--- config.mk ---
export PLATFORM = sky130hd
export DESIGN_NAME = http_header_name_classifier_unit_flat
export DESIGN_NICKNAME = d
export VERILOG_FILES = /design/src/rtl/hhnc_pkg.sv /design/src/rtl/hhnc_if.sv /design/src/rtl/hhnc_match.sv /design/src/rtl/http_header_name_classifier_unit.sv /design/src/flat_wrapper.sv
export SDC_FILE = /design/constraint.sdc
export NUM_CORES = 1
export LEC_CHECK = 0
export BUFFER_PORTS_ARGS = -buffer_cell sky130_fd_sc_hd__buf_4
export CAP_MARGIN = 20
export CORE_MARGIN = 10
export CORE_UTILIZATION = 40
export DETAILED_ROUTE_END_ITERATION = 16
export GPL_TIMING_DRIVEN = 0
export HOLD_SLACK_MARGIN = 0.05
export PLACE_DENSITY = 0.62
export RECOVER_POWER = 25
export SYNTH_ARGS = -nofsm -noshare
export SYNTH_HDL_FRONTEND = slang
export SYNTH_SLANG_ARGS = --single-unit
--- constraint.sdc ---
create_clock -name clk_i -period 4.3 [get_ports clk_i]
set_input_delay 0.645 -clock clk_i [delete_from_list [all_inputs] [get_ports clk_i]]
set_output_delay 0.645 -clock clk_i [all_outputs]
set_load 0.02 [all_outputs]
--- src/rtl/hhnc_pkg.sv ---
// Shared types, constants and name tables for the HTTP header name classifier.
`default_nettype none
package hhnc_pkg;

  localparam int unsigned NameCount = 26;
  localparam int unsigned TextBits  = 160;

  typedef logic [4:0]           code_t;
  typedef logic [4:0]           pos_t;
  typedef logic [NameCount-1:0] mask_t;
  typedef logic [TextBits-1:0]  text_t;

  localparam code_t CodeUnknown = 5'd26;
  localparam pos_t  MaxNameLen  = 5'd19;
  localparam pos_t  PosLimit    = 5'd31;
  localparam logic [7:0] CaseBit = 8'h20;

  // Name length in bytes, by code
  function automatic pos_t name_len(input code_t idx);
    pos_t len;
    case (idx)
      5'd0:    len = 5'd6;
      5'd1:    len = 5'd14;
      5'd2:    len = 5'd15;
      5'd3:    len = 5'd15;
      5'd4:    len = 5'd13;
      5'd5:    len = 5'd10;
      5'd6:    len = 5'd12;
      5'd7:    len = 5'd14;
      5'd8:    len = 5'd6;
      5'd9:    len = 5'd7;
      5'd10:   len = 5'd13;
      5'd11:   len = 5'd4;
      5'd12:   len = 5'd8;
      5'd13:   len = 5'd17;
      5'd14:   len = 5'd13;
      5'd15:   len = 5'd8;
      5'd16:   len = 5'd19;
      5'd17:   len = 5'd10;
      5'd18:   len = 5'd6;
      5'd19:   len = 5'd7;
      5'd20:   len = 5'd5;
      5'd21:   len = 5'd17;
      5'd22:   len = 5'd10;
      5'd23:   len = 5'd3;
      5'd24:   len = 5'd15;
      5'd25:   len = 5'd17;
      default: len = 5'd0;
    endcase
    return len;
  endfunction

  // Name text, right-justified: the first byte sits highest
  function automatic text_t name_text(input code_t idx);
    text_t t;
    case (idx)
      5'd0:    t = TextBits'("accept");
      5'd1:    t = TextBits'("accept-charset");
      5'd2:    t = TextBits'("accept-encoding");
      5'd3:    t = TextBits'("accept-language");
      5'd4:    t = TextBits'("authorization");
      5'd5:    t = TextBits'("connection");
      5'd6:    t = TextBits'("content-type");
      5'd7:    t = TextBits'("content-length");
      5'd8:    t = TextBits'("cookie");
      5'd9:    t = TextBits'("cookie2");
      5'd10:   t = TextBits'("cache-control");
      5'd11:   t = TextBits'("host");
      5'd12:   t = TextBits'("if-match");
      5'd13:   t = TextBits'("if-modified-since");
      5'd14:   t = TextBits'("if-none-match");
      5'd15:   t = TextBits'("if-range");
      5'd16:   t = TextBits'("if-unmodified-since");
      5'd17:   t = TextBits'("keep-alive");
      5'd18:   t = TextBits'("pragma");
      5'd19:   t = TextBits'("referer");
      5'd20:   t = TextBits'("range");
      5'd21:   t = TextBits'("transfer-encoding");
      5'd22:   t = TextBits'("user-agent");
      5'd23:   t = TextBits'("via");
      5'd24:   t = TextBits'("x-forwarded-for");
      // x- cache purge header
      5'd25:   t = TextBits'(136'h782d_6c69_7465_7370_6565_642d_7075_7267_65);
      default: t = '0;
    endcase
    return t;
  endfunction

  // Only A-Z fold to lower case
  function automatic logic [7:0] fold_case(input logic [7:0] c);
    return ((c >= 8'h41) && (c <= 8'h5a)) ? (c | CaseBit) : c;
  endfunction

endpackage
`default_nettype wire

--- src/rtl/hhnc_if.sv ---
// Valid/ready channel interfaces for name bytes in and classification results out.
`default_nettype none
interface hhnc_in_if;
  logic       valid;
  logic       ready;
  logic [7:0] name_byte;
  logic       last_byte;

  modport source (output valid, output name_byte, output last_byte, input ready);
  modport sink   (input valid, input name_byte, input last_byte, output ready);
endinterface

interface hhnc_out_if;
  logic       valid;
  logic       ready;
  logic [4:0] header_code;
  logic       known;

  modport source (output valid, output header_code, output known, input ready);
  modport sink   (input valid, input header_code, input known, output ready);
endinterface
`default_nettype wire

--- src/rtl/hhnc_match.sv ---
// Candidate mask and byte position state, per-byte mask update and final code pick.
`default_nettype none
module hhnc_match (
  input  wire logic               clk_i,
  input  wire logic               rst_ni,
  input  wire logic               step_i,
  input  wire logic [7:0]         name_byte_i,
  input  wire logic               last_byte_i,
  output hhnc_pkg::code_t         code_o
);

  hhnc_pkg::mask_t mask_q, mask_d, mask_upd;
  hhnc_pkg::pos_t  pos_q, pos_d, pos_next;
  logic [7:0]      c;

  always_comb begin
    hhnc_pkg::pos_t  len;
    hhnc_pkg::pos_t  byte_ofs;
    hhnc_pkg::text_t txt;
    logic [7:0]      ch;
    c = hhnc_pkg::fold_case(name_byte_i);
    mask_upd = mask_q;
    for (int i = 0; i < hhnc_pkg::NameCount; i++) begin
      len      = hhnc_pkg::name_len(5'(i));
      txt      = hhnc_pkg::name_text(5'(i));
      byte_ofs = 5'(len - pos_q - 5'd1);
      ch       = txt[{byte_ofs, 3'b000} +: 8];
      if (pos_q >= hhnc_pkg::MaxNameLen || pos_q >= len || ch != c) begin
        mask_upd[i] = 1'b0;
      end
    end
    pos_next = (pos_q < hhnc_pkg::PosLimit) ? 5'(pos_q + 5'd1) : hhnc_pkg::PosLimit;
  end

  // First surviving name whose length equals the received length
  always_comb begin
    code_o = hhnc_pkg::CodeUnknown;
    if (pos_next <= hhnc_pkg::MaxNameLen) begin
      for (int i = hhnc_pkg::NameCount - 1; i >= 0; i--) begin
        if (mask_upd[i] && hhnc_pkg::name_len(5'(i)) == pos_next) begin
          code_o = 5'(i);
        end
      end
    end
  end

  always_comb begin
    mask_d = mask_q;
    pos_d  = pos_q;
    if (step_i) begin
      if (last_byte_i) begin
        mask_d = '1;
        pos_d  = '0;
      end else begin
        mask_d = mask_upd;
        pos_d  = pos_next;
      end
    end
  end

  always_ff @(posedge clk_i or negedge rst_ni) begin
    if (!rst_ni) begin
      mask_q <= '1;
      pos_q  <= '0;
    end else begin
      mask_q <= mask_d;
      pos_q  <= pos_d;
    end
  end

endmodule
`default_nettype wire

--- src/rtl/http_header_name_classifier_unit.sv ---
// Top level of the HTTP header name classifier: input register, matcher and result register.
`default_nettype none
// Takes a header name one byte per request (last_byte marks the final byte) and, on
// the final byte, returns one result: header_code 0-25 for an exact ASCII
// case-insensitive match against the fixed name list, or 26 with known low for an
// unknown name or one longer than 19 bytes. Non-final bytes give no result. One byte
// is accepted every cycle while no final byte is held back; a byte passes from the input
// register through the candidate-mask compare, and the result of its final byte is
// registered in the result register. Input and output stall independently: a waiting
// result only holds back a final byte behind it.
module http_header_name_classifier_unit (
  input  wire logic  clk_i,
  input  wire logic  rst_ni,
  hhnc_in_if.sink    in_i,
  hhnc_out_if.source out_o
);

  logic            s1_valid_q, s1_valid_d;
  logic [7:0]      s1_byte_q;
  logic            s1_last_q;
  logic            advance;
  logic            in_take;
  logic            out_valid_q, out_valid_d;
  hhnc_pkg::code_t code_q, code;

  assign advance  = s1_valid_q && (!s1_last_q || !out_valid_q || out_o.ready);
  assign in_i.ready = !s1_valid_q || advance;
  assign in_take  = in_i.valid && in_i.ready;

  hhnc_match u_match (
    .clk_i       (clk_i),
    .rst_ni      (rst_ni),
    .step_i      (advance),
    .name_byte_i (s1_byte_q),
    .last_byte_i (s1_last_q),
    .code_o      (code)
  );

  always_comb begin
    s1_valid_d = s1_valid_q;
    if (in_take) begin
      s1_valid_d = 1'b1;
    end else if (advance) begin
      s1_valid_d = 1'b0;
    end
    out_valid_d = out_valid_q;
    if (advance && s1_last_q) begin
      out_valid_d = 1'b1;
    end else if (out_o.ready) begin
      out_valid_d = 1'b0;
    end
  end

  always_ff @(posedge clk_i or negedge rst_ni) begin
    if (!rst_ni) begin
      s1_valid_q  <= 1'b0;
      out_valid_q <= 1'b0;
    end else begin
      s1_valid_q  <= s1_valid_d;
      out_valid_q <= out_valid_d;
    end
  end

  always_ff @(posedge clk_i) begin
    if (in_take) begin
      s1_byte_q <= in_i.name_byte;
      s1_last_q <= in_i.last_byte;
    end
    if (advance && s1_last_q) begin
      code_q <= code;
    end
  end

  assign out_o.valid       = out_valid_q;
  assign out_o.header_code = code_q;
  assign out_o.known       = (code_q != hhnc_pkg::CodeUnknown);

endmodule
`default_nettype wire
--- src/flat_wrapper.sv ---
// flat-port wrapper written by rule: the top's interface ports become plain ports
module http_header_name_classifier_unit_flat 
  (clk_i, rst_ni, in_i_valid, in_i_name_byte, in_i_last_byte, in_i_ready, out_o_valid, out_o_header_code, out_o_known, out_o_ready);
  hhnc_in_if in_i_i ();
  hhnc_out_if out_o_i ();
  input  wire logic clk_i;
  input  wire logic rst_ni;
  input wire logic [$bits(in_i_i.valid)-1:0] in_i_valid;
  input wire logic [$bits(in_i_i.name_byte)-1:0] in_i_name_byte;
  input wire logic [$bits(in_i_i.last_byte)-1:0] in_i_last_byte;
  output wire logic [$bits(in_i_i.ready)-1:0] in_i_ready;
  output wire logic [$bits(out_o_i.valid)-1:0] out_o_valid;
  output wire logic [$bits(out_o_i.header_code)-1:0] out_o_header_code;
  output wire logic [$bits(out_o_i.known)-1:0] out_o_known;
  input wire logic [$bits(out_o_i.ready)-1:0] out_o_ready;
  assign in_i_i.valid = in_i_valid;
  assign in_i_i.name_byte = in_i_name_byte;
  assign in_i_i.last_byte = in_i_last_byte;
  assign in_i_ready = in_i_i.ready;
  assign out_o_valid = out_o_i.valid;
  assign out_o_header_code = out_o_i.header_code;
  assign out_o_known = out_o_i.known;
  assign out_o_i.ready = out_o_ready;
  http_header_name_classifier_unit u_core (.clk_i(clk_i), .rst_ni(rst_ni), .in_i(in_i_i), .out_o(out_o_i));
endmodule
==> results.md <==
Synthesis:
- Yosys printed 0 warnings.
- In the synthesized netlist the async set-or-reset flop fraction comes to a little over two thirds.
- The number of distinct standard cells referenced by the synthesized netlist is slightly above 90.
- Among all flip-flop cells after synthesis, the most frequent one is sky130_fd_sc_hd__dfstp_2.
- Sequential elements use 14.18% of the synthesized area.
- The synthesized instance count is between 1,000 and 1,500.
- The synthesized netlist occupies a cell area of approximately 9000 um^2.
- The flip-flop and latch count after synthesis is 47.
- The post-synthesis area per instance is roughly 6.9 um^2.
- The count of flip-flops with a built-in enable after synthesis is 14.
- The number of nets produced by synthesis is about 1,400.

Power and ir drop:
- Total power for the finished layout comes to around 0.0045 W.
- The maximum VDD drop is around 210 uV.
- In this run the static leakage power is approximately 4.0 nW.
- In this run the power spent charging and discharging nets is 0.002527 W.
- The internal portion of the total power is roughly 0.0020 W.
- The switching portion of total power is 55.79%.
- The power density normalized to cell area is approximately 420 nW/um^2.
- The clock network accounts for around a tenth of the total power.
- The part of the power in combinational logic is between 70% and 80%.
- Per report_power, the sequential group accounts for a little over an eighth of the total.

Clock network:
- The number of buffers added by the clock tree synthesis step is 5.
- In this run, post-CTS hold repair placed 0 buffers.
- The H-tree was split into 2 levels.
- The TritonCTS clock tree is built.
- The clock-pin transition on the worst setup and hold timing paths is around 0.080 ns.
- The clock latency on the worst-skew pair is roughly 0.31 ns.
- The clock sink count is 47.
- The cell sitting at the root of the clock tree is a sky130_fd_sc_hd__clkbuf_16.
- The longest clock path from root to sink contains 2 buffers.

Critical path:
- The master of the slowest instance on the critical path is sky130_fd_sc_hd__dfrtp_4.
- The launch point of the worst reg-to-reg path is u_core.u_match.pos_q[0].
- Along the worst path, the maximum fanout reaches 10.
- The worst path arrival time is roughly 4.4 ns.
- The category of the most critical setup path is flop to flop.
- The cell that appears most often on the critical path is sky130_fd_sc_hd__nor2_1.
- In this run the critical register-to-register path is captured at u_core.out_o.header_code[3].
- The maximum single-stage delay on the critical path is 0.57 ns.
- The signal on the critical path passes through buf_4 > buf_4 > ha_1 > clkbuf_2 > o21ai_1 > nor2_1 > nor2_1 > a211oi_1 > a2111oi_2 > and2_1 > o21ai_0 > nand2b_1 > nor2_1 > a21bo_1.
- The worst setup path is launched from a flop.
- The worst setup path is captured at a flop.
- The worst-case reg-to-reg path depth is 14.
- Across all register-to-register paths, the minimum setup slack is -0.05 ns.
- The required time of the worst setup path is between 4 and 5 ns.

Global routing:
- The maximum number of pins on one net before global-route repair is 34.
- The number of antenna violations at the first check in global routing is 1.
- The via count of the first global-routing pass is roughly 11,000.
- The first global-routing pass estimated approximately 76 mm of wire.
- The total overflow reported by the global router is 0.
- The global-route total usage across every layer is a little over a third.

Final layout:
- The library cells used most frequently in the layout, excluding fill and tap cells, are sky130_fd_sc_hd__nand2_1 (119), sky130_fd_sc_hd__o21ai_0 (103), sky130_fd_sc_hd__a21oi_1 (101), sky130_fd_sc_hd__nor2_1 (88), sky130_fd_sc_hd__xnor2_1 (71).
- The signed area change from the synthesized netlist to the final layout is 19.53%.
- The number of fillers in the final layout is about 2,300.
- The area of the multi-input gates is roughly 7600 um^2.
- The total number of nets in the final design is 1,420.
- The post-route netlist has 20.93% of its cells at a drive strength greater than 1.
- Leaving out fill and tap cells, the most frequent cell in the layout is sky130_fd_sc_hd__nand2_1.
- The area used by sequential logic in the layout is around 1300 um^2.

Min path:
- Along the worst hold path, the cell count comes to 1.
- The worst hold path terminates at u_core.s1_byte_q[4].
- The worst hold path begins at in_i_name_byte[4].
- The path class of the lowest-slack min-delay path is input pin to flop.

Die:
- The cell row count is 54.
- The die covers between 20,000 and 30,000 um^2.
- For this configuration, the core starts out at a cell density of between 40% and 50%.
- The die width is 170.2 um.
- The count of pins on the block boundary is 21.
- After floorplanning, the core was sized to cover between 20,000 and 25,000 um^2.
- Measured along the y axis, the die boundary spans approximately 170 um.

Place:
- The post-placement worst setup slack is -2.427 ns.
- The routability congestion estimate from global placement is 1.127.
- The detailed placer's ending HPWL is approximately 40 mm.
- Port buffering added 20 buffers.

Timing:
- Setup repair after global routing could not meet its margin everywhere.
- For the pin with the worst max-slew slack, the measured transition is about 1.9 ns.
- The total setup violations reported at the end of the flow is 2.
- The fmax is ~230 MHz.
- Clock skew on the completed layout was measured at 0.01103 ns.
- After layout, the worst setup slack is -0.04795 ns.
- The count of pins over their slew limit is 34.
- On the final layout, the worst hold slack is roughly 0.50 ns.
- Counting I/O delays and the setup requirement, the final critical path takes about 4.3 ns.
- In this run the tightest slew margin relative to its limit is -26.04%.
- The number of hold-slack violations in the final timing report is 0.
- The post-route fraction of the period consumed by the critical path is 101.1%.

Route:
- The final layout contains routed wiring with a total length of around 55 mm.
- Across all layers, the routed design uses 12,073 vias.
- The average wire length per cell after detail routing is 33.17 um.
- The number of iterations in the first detailed-routing pass is 6.
- The count of nets left with antenna violations after detail routing is 0.
- After the first detailed-routing iteration, the DRC count stood at between 1,500 and 2,000.
- Using the TritonRoute via totals, the vias-per-cell ratio works out to approximately 7.3.
- For this run, design rule violations remaining after detail routing come to 0.

Run:
- Max-cap violations in this run came to 1.

Outcome:
- The final reports fail on max-capacitance violations, max-slew violations, negative setup slack.
- The run finished, with violations left.
-- flip-flops by register name, summed over array words and instances, names as in the netlist --
name / cells
u_core.u_match.pos_q: 5
u_core.s1_valid_q: 1
u_core.u_match.mask_q: 26
u_core.s1_byte_q: 8
u_core.out_o.valid: 1
u_core.s1_last_q: 1
u_core.out_o.header_code: 5
-- per-layer routing --
layer	vias to the layer above	part of all wire [%]	global-route usage, %
met2	1059	40	52.46
met4	0	8.7	25.06
met3	299	14	9.486
met1	5730	37	46.02
li1	4985	-	-
met5	-	0	0
-- how the worst max path moves through the flow --
stage | from | endpoint | cells past startpoint
after global routing | u_core.u_match.pos_q[4] | u_core.out_o.header_code[4] | 12
after CTS | u_core.u_match.pos_q[1] | u_core.out_o.header_code[2] | 15
after global placement | u_core.u_match.pos_q[0] | u_core.out_o.header_code[4] | 18
final | u_core.u_match.pos_q[0] | u_core.out_o.header_code[3] | 14
after floorplan | u_core.u_match.pos_q[2] | u_core.out_o.header_code[2] | 15
after detailed placement | u_core.u_match.pos_q[0] | u_core.out_o.header_code[2] | 17
-- layout make-up --
class	count	share of cell area, %
Buffer	113	6.058
Clock inverter	3	0.2437
Inverter	38	1.776
Multi-Input combinational cell	1097	70.74
Timing Repair Buffer	67	4.746
Antenna cell	1	0.02321
Tap cell	280	3.249
Clock buffer	5	1.160
Sequential cell	47	11.95
Timing Repair inverter	1	0.04642
-- what timing repair did --
item,in CTS,in global routing
endpoints found under the setup margin,32,5
gates cloned,0,1
setup buffers,27,18
resized for setup,144,97
pin swaps,12,19
-- metrics by stage --
step / cell area, um^2 / util, % / TNS (ns) / std cells
CTS: 10390 / 47.17 / 0 / 1635
global placement: 9528 / 43.26 / -45.07 / 1600
global route: 10780 / 48.94 / -0.2234 / 1651
detailed placement: 9544 / 43.33 / -40.21 / 1602
finish: 10780 / 48.95 / -0.06383 / 1652
floorplan: 9027 / - / 0 / 1300
-- power by group through the flow --
stage,clock network [W],logic [W],registers (W)
3_3_place_gp,0,0.00286,0.000606
2_1_floorplan,0,0.00196,0.000571
4_1_cts,0.000442,0.00313,0.000587
6_report,0.000439,0.00350,0.000595
3_5_place_dp,0,0.00284,0.000606
5_1_grt,0.000455,0.00362,0.000594
-- kinds of logic (layout without fill, tap and decap cells) --
| logic type | after synthesis | in the layout | share of synthesized area (%) |
|---|---|---|---|
| xor gates and xnor gates | 87 | 87 | 8.448 |
| DFF | 47 | 47 | 14.18 |
| buffers and inverters | 156 | 227 | 6.631 |
| AOI/OAI and AO/OA | 428 | 428 | 31.53 |
| and+or+nand+nor | 503 | 503 | 28.91 |
| adders and majority gates | 37 | 37 | 5.132 |
| muxes | 42 | 42 | 5.174 |
| other | 0 | 1 | 0 |
-- synthesized netlist by cell type (13+ instances only) --
cell	instances	area [um^2]
sky130_fd_sc_hd__nor2_1	91	341.6
sky130_fd_sc_hd__nand4_1	26	162.7
sky130_fd_sc_hd__ha_1	37	462.9
sky130_fd_sc_hd__nand2_1	120	450.4
sky130_fd_sc_hd__nor4_1	22	137.6
sky130_fd_sc_hd__or3_1	13	81.33
sky130_fd_sc_hd__buf_1	19	71.32
sky130_fd_sc_hd__a211o_1	21	183.9
sky130_fd_sc_hd__xor2_1	13	113.9
sky130_fd_sc_hd__a211oi_1	19	142.6
sky130_fd_sc_hd__o31ai_1	13	97.59
sky130_fd_sc_hd__nor2b_1	38	237.7
sky130_fd_sc_hd__nand2b_1	22	137.6
sky130_fd_sc_hd__edfxtp_1	14	420.4
sky130_fd_sc_hd__inv_1	32	120.1
sky130_fd_sc_hd__nand3_1	49	245.2
sky130_fd_sc_hd__clkbuf_1	94	352.8
sky130_fd_sc_hd__o211ai_1	14	105.1
sky130_fd_sc_hd__xnor2_1	74	648.1
sky130_fd_sc_hd__a31oi_1	26	162.7
sky130_fd_sc_hd__a21oi_1	103	515.5
sky130_fd_sc_hd__dfstp_2	26	683.2
sky130_fd_sc_hd__and3_1	17	106.4
sky130_fd_sc_hd__mux2i_1	32	320.3
sky130_fd_sc_hd__o21ai_0	108	540.5
sky130_fd_sc_hd__nor3_1	43	215.2
-- critical path: cells and delay by family (launching register included) --
family | cells | cell delay, ns
AO/OA/AOI/OAI | 5 | 1.58
flip-flops | 1 | 0.57
buffers and inverters | 3 | 0.73
AND/OR/NAND/NOR | 5 | 0.89
adder cells (fa/ha/maj) | 1 | 0.32
No activity file was read; power rests on OpenSTA's default activity.
